File: src/rtl/wrcr_cell.sv
// ----------------------------------------------------------------------------
// wrcr_cell
// One column slot of the history chain: holds the vertical min/max of a
// column plus its centre and filtered samples, and passes them on to the
// next slot whenever a new column item is taken.
// ----------------------------------------------------------------------------
module wrcr_cell #(
    parameter int SAMPLE_BITS   = 24,
    parameter int FILTERED_BITS = 32
) (
    input  logic                            clk,
    input  logic                            shift,
    input  logic signed [SAMPLE_BITS-1:0]   min_in,
    input  logic signed [SAMPLE_BITS-1:0]   max_in,
    input  logic signed [SAMPLE_BITS-1:0]   centre_in,
    input  logic signed [FILTERED_BITS-1:0] filt_in,
    output logic signed [SAMPLE_BITS-1:0]   min_out,
    output logic signed [SAMPLE_BITS-1:0]   max_out,
    output logic signed [SAMPLE_BITS-1:0]   centre_out,
    output logic signed [FILTERED_BITS-1:0] filt_out
);

    logic signed [SAMPLE_BITS-1:0]   min_reg;
    logic signed [SAMPLE_BITS-1:0]   max_reg;
    logic signed [SAMPLE_BITS-1:0]   centre_reg;
    logic signed [FILTERED_BITS-1:0] filt_reg;

    always_ff @(posedge clk)
    begin
        if (shift)
        begin
            min_reg    <= min_in;
            max_reg    <= max_in;
            centre_reg <= centre_in;
            filt_reg   <= filt_in;
        end
    end

    assign min_out    = min_reg;
    assign max_out    = max_reg;
    assign centre_out = centre_reg;
    assign filt_out   = filt_reg;

endmodule

File: config.mk
export PLATFORM = sky130hd
export DESIGN_NAME = wrcr_cell
export DESIGN_NICKNAME = d
export VERILOG_FILES = /design/src/rtl/wrcr_cell.sv
export SDC_FILE = /design/constraint.sdc
export NUM_CORES = 1
export LEC_CHECK = 0
export BUFFER_PORTS_ARGS = -buffer_cell sky130_fd_sc_hd__buf_2
export CAP_MARGIN = 20
export CELL_PAD_IN_SITES_DETAIL_PLACEMENT = 1
export CELL_PAD_IN_SITES_GLOBAL_PLACEMENT = 1
export CORE_ASPECT_RATIO = 2
export CORE_MARGIN = 2
export CORE_UTILIZATION = 29
export DETAILED_ROUTE_END_ITERATION = 10
export GPL_ROUTABILITY_DRIVEN = 0
export HOLD_SLACK_MARGIN = 0.1
export PLACE_DENSITY_LB_ADDON = 0.1
export SLEW_MARGIN = 0
export SYNTH_ARGS = -nofsm -noshare
export SYNTH_HDL_FRONTEND = slang
export SYNTH_SLANG_ARGS = --single-unit
File: constraint.sdc
create_clock -name clk -period 0.8 [get_ports clk]
set_clock_uncertainty 0.2 [all_clocks]
set_input_delay 0.16 -clock clk [delete_from_list [all_inputs] [get_ports clk]]
set_output_delay 0.16 -clock clk [all_outputs]
set_load 0.01 [all_outputs]
==> results of run 1 <==
## metrics by stage
step           instances  total power, mW  setup slack [ns]  util [%]  TNS (ns)
3_3_place_gp         454             7.72            -0.280      42.0    -30.88
2_1_floorplan        104             6.95            0.0462         -         0
5_1_grt              470             12.8            -0.479      45.3    -46.14
6_report             470             12.3            -0.426      45.3    -41.93
4_1_cts              470             12.6            -0.455      45.1    -44.31
3_5_place_dp         454             7.75            -0.293      42.0    -32.84
## logic make-up after synthesis
logic type | Yosys count | share of synthesized area, %
flops | 104 | 100
## sequential cells by signal, summed over array words and instances, names as in the netlist
signal and cells:
min_out 24, filt_out 32, max_out 24, centre_out 24
## area by class of cell
type | instances | area [um2] | share of cell area [%]
clock buffer | 9 | 225 | 4.74
clock inverter | 7 | 103 | 2.16
sequential | 104 | 3120 | 65.7
tap | 137 | 171 | 3.61
timing repair buffer | 213 | 1130 | 23.8
## layer usage
layer,global-route usage (%),vias up
li1,-,878
met1,12.1,890
met2,24.9,115
met3,4.62,11
met4,5.89,0
met5,0,-
## worst max path at each step
stage	from	depth (start not counted)	to
floorplan	centre_out[0]$_DFFE_PP_	0	centre_out[0]
global placement	shift	2	min_out[13]$_DFFE_PP_
detailed placement	shift	2	max_out[21]$_DFFE_PP_
CTS	max_out[6]$_DFFE_PP_	1	max_out[6]
global route	filt_out[16]$_DFFE_PP_	1	filt_out[16]
finish	centre_out[15]$_DFFE_PP_	1	centre_out[15]
## layout by cell type (no fill, tap or decap)
master | netlist | routed
inv_6 | 0 | 2
buf_12 | 0 | 2
inv_8 | 0 | 1
buf_6 | 0 | 4
bufinv_16 | 0 | 2
buf_4 | 0 | 3
buf_2 | 0 | 204
edfxtp_1 | 104 | 104
clkinv_2 | 0 | 1
clkbuf_16 | 0 | 9
clkinv_4 | 0 | 1
## where the power goes
group	internal (mW)	switching, mW
clock	2.79	1.93
combinational	0.491	0.568
sequential	6.47	0.0963
## what timing repair did
item | in CTS | in global routing
hold endpoints to repair | 104 | 104
gates resized for setup | 0 | 5
gates cloned | 0 | 0
setup endpoints to repair | 104 | 104
pin swaps | 0 | 0
==> flow_summary_export.csv, run 1 <==
group,metric,value,unit
run,drv_cap,0,
die,dieArea,11700,um2
finish,syn_to_final_growth,52.1,%
clock_tree,cts_root_buf,"clkbuf_16",
clock_tree,postCtsSetupBuffers,0,
finish,nMultiInputCombCells,0,
finish,num-nets-final,434,
route,wl,7680,um
global_routing,grt_pass1_vias,2082,
yosys,synth_top_area_cell,"edfxtp_1",
sta,period_share,153,%
clock_tree,cts_tree,"built",
route,wl_met1,2330,um
route,drtIter0Drc,121,
yosys,netlist.area_leader.share,100,%
route,routed-wl-met3,702,um
yosys,synth.area.top_cells,"edfxtp_1",
yosys,synth_flop_cell,"edfxtp_1",
sta,fin_hold_ws,-0.209,ns
clock_tree,clk_pin_slew,0.07,ns
power,ir_drop,1.36,mV
die,ios,210,
place,port-buffer-count,209,
worst_hold_path,hp-start,"filt_in[30]",
worst_hold_path,hold_depth,1,
sta,final_hold_viol_count,104,
sta,drv_slew,0,
worst_setup_path,cp_num_buf_inv,1,
route,vias,1894,
route,post-route-drc-count,0,
finish,antenna_cells,0,
clock_tree,clock_sinks,104,
yosys,async_flop_share,0,%
die,die_width,77.4,um
worst_hold_path,holdPathEnd,"filt_out[30]$_DFFE_PP_",
yosys,yosysWarnings,0,
worst_setup_path,crit_fanout,1,
sta,relSlewSlack,84.3,%
place,hpwl,5980,um
yosys,syn_nets,210,
worst_setup_path,path_cells,"buf_2",
power,p_per_area,2600,nW/um2
sta,tightest_slew,0.236,ns
route,antenna_left,0,
yosys,ys_ff_latch,104,
worst_setup_path,criticalPathCategory,"flop to output port",
global_routing,grt.total_usage,13.0,%
route,wl_per_cell,16.3,um
worst_setup_path,critPathMaxStageDelay,0.38,ns
die,fp-row-count,53,
yosys,synth_edf_count,104,
route,wl_met2,4510,um
route,vias_per_cell,4.03,
die,coreArea,10500,um2
yosys,ys_top_cells_by_count,"edfxtp_1",
die,start_util,29.8,%
yosys,syn_area,3120,um2
sta,finalSetupViolations,104,
place,placed_cell_area,4400,um2
power,power_leakage,2.04,nW
status,outcome,"finished, violations left",
worst_setup_path,cp.required,0.44,ns
yosys,synth_most_common_cell,"edfxtp_1",
sta,timing.fmax,0.816,GHz
sta,fin_ws,-0.426,ns
sta,period_minus_slack,1.23,ns
worst_setup_path,cp-start-kind,"flop",
yosys,ys_types,1,
global_routing,grt_pass1_wl,10900,um
clock_tree,htree_levels,3,
clock_tree,cts_buffers,9,
yosys,synthesis.instances,104,
yosys,ys_seq_area_share,100,%
finish,num-fill-cells,1115,
worst_setup_path,crit_arrival,0.87,ns
global_routing,grt_overflow_total,0,
finish,multi_input_area,0,um2
worst_setup_path,path_delay_family,"flip-flops",
status,violations,"negative hold slack, negative setup slack",
worst_setup_path,crit_slowest_cell,"edfxtp_1",
route,drt-pass1-iter-count,4,
global_routing,grt_max_degree,43,
clock_tree,cts.path.max_buffers,2,
worst_setup_path,cp-end-kind,"output port",
worst_hold_path,hold_path_class,"input port to flop",
global_routing,antenna_found_initial,0,
sta,rsz0062_at_grt,"yes",
route,top_layer,"met4",
yosys,syn_avg_cell_area,30.0,um2
die,die_h,151,um
finish,fin_area,4750,um2
finish,drive_above_1_share,68.8,%
Note: power is estimated with default switching activity, not from simulation.
==> run 2, diff against run 1 <==
--- a/config.mk
+++ b/config.mk
@@ -15,7 +15,7 @@
 export DETAILED_ROUTE_END_ITERATION = 10
 export GPL_ROUTABILITY_DRIVEN = 0
 export HOLD_SLACK_MARGIN = 0.1
-export PLACE_DENSITY_LB_ADDON = 0.1
+export PLACE_DENSITY = 0.75
 export SLEW_MARGIN = 0
 export SYNTH_ARGS = -nofsm -noshare
 export SYNTH_HDL_FRONTEND = slang
==> run 2 against run 1 <==
  * The run still ends with negative hold slack, negative setup slack left
  * Critical endpoint is now centre_out[22]
  * Total power fell by 5.0%
  * Highest routed layer unchanged
  * Clock power shrank 14%
  * Global-route usage grew 0.47 points
  * Non-clock buffer count unchanged
  * Sequential cell count is the same
==> flow_summary_export.csv, run 2 (synthesized netlist as in run 1, its figures left out) <==
group,metric,value,unit
status,outcome,"finished, violations left",
status,violations,"negative hold slack, negative setup slack",
route,vias,1873,
die,start_util,29.8,%
worst_setup_path,crit_end,"centre_out[22]",
power,ir_drop,1.41,mV
die,fp-row-count,53,
route,drt-pass1-iter-count,3,
worst_setup_path,path_depth,1,
finish,nMultiInputCombCells,0,
die,dieArea,11700,um2
finish,syn_to_final_growth,51.2,%
die,ios,210,
route,wl_per_cell,16.7,um
finish,final_cell_mix,"buf_2, edfxtp_1, clkbuf_16, buf_6",
power,p_int,9.11,mW
finish,multi_input_area,0,um2
worst_setup_path,crit_fanout,1,
worst_setup_path,cp.required,0.44,ns
power,finalPower,11.7,mW
clock_tree,cts.path.max_buffers,2,
global_routing,antenna_found_initial,1,
route,vias_per_cell,3.99,
sta,tightest_slew,0.244,ns
sta,timing.fmax,0.786,GHz
sta,fin_ws,-0.472,ns
worst_setup_path,path_delay_family,"flip-flops",
sta,rsz0062_at_grt,"yes",
place,port-buffer-count,209,
die,die_h,151,um
global_routing,grt_overflow_total,0,
global_routing,grt_max_degree,40,
place,hpwl,6280,um
worst_setup_path,crit_slowest_cell,"edfxtp_1",
sta,finalSetupViolations,104,
finish,final_common_cell,"buf_2",
sta,tns,-42.39,ns
finish,largest_reg_flops,32,
worst_setup_path,cp_num_buf_inv,1,
power,switching_share,22.2,%
power,p_comb_share,9.2,%
finish,num-nets-final,434,
place,placed_cell_area,4400,um2
finish,fin_area,4720,um2
sta,period_minus_slack,1.27,ns
global_routing,grt_pass1_vias,2094,
power,seqPwrFrac,56.2,%
power,power_leakage,2.01,nW
power,p_clk_share,34.7,%
place,place_ws,-0.310,ns
power,p_per_area,2480,nW/um2
sta,fin_hold_ws,-0.213,ns
clock_tree,cts_root_buf,"clkbuf_16",
route,post-route-drc-count,0,
global_routing,grt.total_usage,13.5,%
worst_hold_path,hold_path_class,"input port to flop",
sta,final_hold_viol_count,104,
run,drv_cap,0,
sta,period_share,159,%
worst_setup_path,path_cells,"buf_2",
worst_setup_path,cp-start-kind,"flop",
finish,seqCellArea,3120,um2
clock_tree,cts_tree,"built",
clock_tree,clk_pin_slew,0.08,ns
finish,num-fill-cells,1113,
route,antenna_left,0,
clock_tree,htree_levels,3,
worst_setup_path,critPathMaxStageDelay,0.41,ns
worst_setup_path,criticalPathCategory,"flop to output port",
route,wl,7850,um
die,die_width,77.4,um
finish,drive_above_1_share,68.7,%
sta,drv_slew,0,
clock_tree,cts_buffers,9,
global_routing,grt_pass1_wl,11300,um
worst_setup_path,cp-end-kind,"output port",
finish,finalCoreUtilization,45.1,%
clock_tree,postCtsSetupBuffers,0,
worst_setup_path,crit_arrival,0.91,ns
die,coreArea,10500,um2
worst_setup_path,worstSetupStartpoint,"centre_out[22]$_DFFE_PP_",
route,drtIter0Drc,75,
power,p_sw,2.61,mW
sta,relSlewSlack,83.8,%
clock_tree,clock_sinks,104,
[run 2: how the worst min path moves through the flow]
stage                  from                      end  depth (start not counted)
2_1_floorplan  centre_in[0]  centre_out[0]$_DFFE_PP_                          0
3_3_place_gp     max_in[19]    max_out[19]$_DFFE_PP_                          1
4_1_cts           max_in[9]     max_out[9]$_DFFE_PP_                          1
6_report          max_in[9]     max_out[9]$_DFFE_PP_                          1
3_5_place_dp     filt_in[6]    filt_out[6]$_DFFE_PP_                          1
5_1_grt         filt_in[30]   filt_out[30]$_DFFE_PP_                          1
[run 2: layout make-up]
| cell class | count | area share (%) |
|---|---|---|
| tap | 137 | 3.63 |
| clock inverter | 6 | 1.14 |
| antenna | 1 | 0.0530 |
| timing repair buffer | 213 | 24.3 |
| clock buffer | 9 | 4.77 |
| sequential | 104 | 66.1 |
[run 2: through the flow]
stage	std cells	hold WS [ns]
2_1_floorplan	104	0.0589
3_3_place_gp	454	0.136
3_5_place_dp	454	0.138
4_1_cts	469	-0.234
5_1_grt	470	-0.232
6_report	470	-0.213
[run 2: repair_timing]
action	CTS	global route
endpoints found under the hold margin	104	104
resized for setup	0	8
endpoints found under the setup margin	104	104
[run 2: power groups by stage]
stage	logic (mW)	registers (mW)	clock network, mW
global route	1.15	6.63	4.39
detailed placement	1.07	6.70	0
floorplan	0	6.95	0
CTS	1.07	6.58	4.22
finish	1.07	6.58	4.07
global placement	1.04	6.67	0
[run 2: metal layers]
metal  wire, um  global-route usage (%)  share of wire [%]  vias up
li1           -                       -                  -      871
met1       2400                    12.6                 31      861
met2       4580                    25.5                 58      126
met3        620                    4.26                7.9       15
met4        244                    7.41                3.1        0
met5          0                       0                  0        -
==> run 3, diff against run 2 <==
--- a/config.mk
+++ b/config.mk
@@ -9,13 +9,12 @@
 export CAP_MARGIN = 20
 export CELL_PAD_IN_SITES_DETAIL_PLACEMENT = 1
 export CELL_PAD_IN_SITES_GLOBAL_PLACEMENT = 1
-export CORE_ASPECT_RATIO = 2
 export CORE_MARGIN = 2
 export CORE_UTILIZATION = 29
 export DETAILED_ROUTE_END_ITERATION = 10
 export GPL_ROUTABILITY_DRIVEN = 0
 export HOLD_SLACK_MARGIN = 0.1
-export PLACE_DENSITY = 0.75
+export PLACE_DENSITY_LB_ADDON = 0.3
 export SLEW_MARGIN = 0
 export SYNTH_ARGS = -nofsm -noshare
 export SYNTH_HDL_FRONTEND = slang
==> run 3 against run 2 <==
  * The flow still finishes with violations (negative hold slack, negative setup slack)
  * Sequential power hardly changed
  * Non-clock buffer count increased by 1
  * Worst setup slack got worse by 0.0020 ns
  * Total power is 8.0% lower
  * Final cell count increased by 0.43%
  * Combinational power about the same
  * Critical path depth unchanged
  * Via count is 2.8% higher
  * Critical path type unchanged
  * Highest routed layer unchanged
==> flow_summary_export.csv, run 3 (synthesized netlist as in run 1, its figures left out) <==
group,metric,value,unit
status,outcome,"finished, violations left",
status,violations,"negative hold slack, negative setup slack",
clock_tree,postCtsSetupBuffers,0,
run,drv_cap,0,
worst_setup_path,criticalPathCategory,"flop to output port",
route,wl,7310,um
finish,drive_above_1_share,68.3,%
global_routing,grt_pass1_wl,10200,um
worst_setup_path,critPathMaxStageDelay,0.40,ns
clock_tree,cts_tree,"built",
power,p_int,8.40,mW
global_routing,grt.total_usage,12.1,%
die,die_width,108,um
power,seqPwrFrac,60.9,%
clock_tree,cts_buffers,9,
worst_setup_path,path_delay_family,"flip-flops",
global_routing,grt_overflow_total,0,
clock_tree,htree_levels,3,
power,finalPower,10.8,mW
power,p_comb_share,9.8,%
worst_hold_path,hold_depth,1,
sta,rsz0062_at_grt,"yes",
global_routing,antenna_found_initial,2,
sta,finalSetupViolations,104,
worst_hold_path,holdPathEnd,"max_out[10]$_DFFE_PP_",
sta,fin_hold_ws,-0.231,ns
power,power_leakage,1.97,nW
place,placed_cell_area,4420,um2
finish,nMultiInputCombCells,0,
place,port-buffer-count,209,
power,p_clk_share,29.3,%
die,die_h,108,um
die,ios,210,
route,vias,1925,
clock_tree,clk_pin_slew,0.10,ns
worst_hold_path,hold_path_class,"input port to flop",
power,p_per_area,2330,nW/um2
finish,final_cell_mix,"buf_2, edfxtp_1, clkbuf_8",
sta,drv_slew,0,
finish,fin_area,4630,um2
clock_tree,cts_root_buf,"clkbuf_8",
worst_setup_path,crit_fanout,1,
power,p_sw,2.38,mW
route,post-route-drc-count,0,
finish,num-fill-cells,1082,
route,vias_per_cell,4.08,
finish,seqCellArea,3120,um2
clock_tree,clock_sinks,104,
worst_setup_path,crit_slowest_cell,"edfxtp_1",
sta,period_minus_slack,1.27,ns
worst_setup_path,cp_num_buf_inv,1,
worst_setup_path,path_cells,"buf_2",
sta,period_share,159,%
finish,syn_to_final_growth,48.2,%
worst_hold_path,hp-start,"max_in[10]",
power,switching_share,22.0,%
route,drtIter0Drc,60,
sta,relSlewSlack,85.8,%
finish,largest_reg_flops,32,
sta,final_hold_viol_count,104,
place,hpwl,5630,um
global_routing,grt_max_degree,38,
sta,fin_ws,-0.474,ns
die,fp-row-count,37,
route,drt-pass1-iter-count,4,
worst_setup_path,cp.required,0.44,ns
global_routing,grt_pass1_vias,1940,
worst_setup_path,crit_arrival,0.91,ns
finish,final_common_cell,"buf_2",
route,antenna_left,0,
finish,multi_input_area,0,um2
clock_tree,cts.path.max_buffers,2,
die,coreArea,10400,um2
finish,num-nets-final,435,
die,dieArea,11600,um2
die,start_util,30.1,%
sta,timing.fmax,0.785,GHz
sta,tightest_slew,0.213,ns
worst_setup_path,cp-start-kind,"flop",
route,wl_per_cell,15.5,um
power,ir_drop,1.06,mV
worst_setup_path,cp-end-kind,"output port",
run 3: cell types whose count changed in the layout (fill, tap and decap cells not counted), sizes merged:
| cell | before | now |
|---|---|---|
| diode | 1 | 2 |
| buf | 213 | 214 |
| bufinv | 0 | 1 |
| inv | 2 | 0 |
| clkbuf | 9 | 11 |
run 3: how the worst max path moves through the flow:
stage / end / cells past startpoint / startpoint / slack [ns]
finish: centre_out[0] / 1 / centre_out[0]$_DFFE_PP_ / -0.47
detailed placement: filt_out[8]$_DFFE_PP_ / 2 / shift / -0.30
global route: filt_out[5] / 1 / filt_out[5]$_DFFE_PP_ / -0.53
global placement: max_out[6]$_DFFE_PP_ / 2 / shift / -0.28
floorplan: centre_out[0] / 0 / centre_out[0]$_DFFE_PP_ / 0.05
CTS: centre_out[0] / 1 / centre_out[0]$_DFFE_PP_ / -0.50
run 3: final cells by class:
class                   instances  area share (%)
repair buffers                214            24.7
clock buffers                  11            2.84
clock inverters                 5            1.24
diodes                          2           0.108
well taps                     136            3.68
flip-flops and latches        104            67.5
run 3: what timing repair did:
| action | 4_1_cts | 5_1_grt |
|---|---|---|
| gates resized for setup | 0 | 3 |
| hold endpoints to repair | 137 | 135 |
| endpoints found under the setup margin | 104 | 104 |
run 3: power groups by stage:
stage                     Sequential (mW)  Clock, mW  Combinational, mW
final                                6.56       3.16               1.06
after global placement               6.67          0               1.06
after floorplan                      6.95          0                  0
after global routing                 6.61       3.50               1.15
after detailed placement             6.69          0               1.07
after CTS                            6.57       3.32               1.07
run 3: stage by stage:
step	TNS [ns]	std cells	setup WS, ns	utilization [%]	hold WS (ns)
2_1_floorplan	0	104	0.0462	-	0.0589
3_3_place_gp	-30.27	454	-0.283	42.6	0.136
3_5_place_dp	-32.55	454	-0.302	42.6	0.138
4_1_cts	-47.81	470	-0.496	44.4	-0.255
5_1_grt	-50.08	471	-0.525	44.6	-0.263
6_report	-44.47	472	-0.474	44.6	-0.231
run 3: metal layers:
| metal | part of all wire, % | global-route usage [%] | vias to the layer above |
|---|---|---|---|
| li1 | - | - | 874 |
| met3 | 12 | 5.87 | 18 |
| met1 | 35 | 12.8 | 906 |
| met2 | 50 | 19.6 | 127 |
| met4 | 3.1 | 6.87 | 0 |
| met5 | 0 | 0 | - |
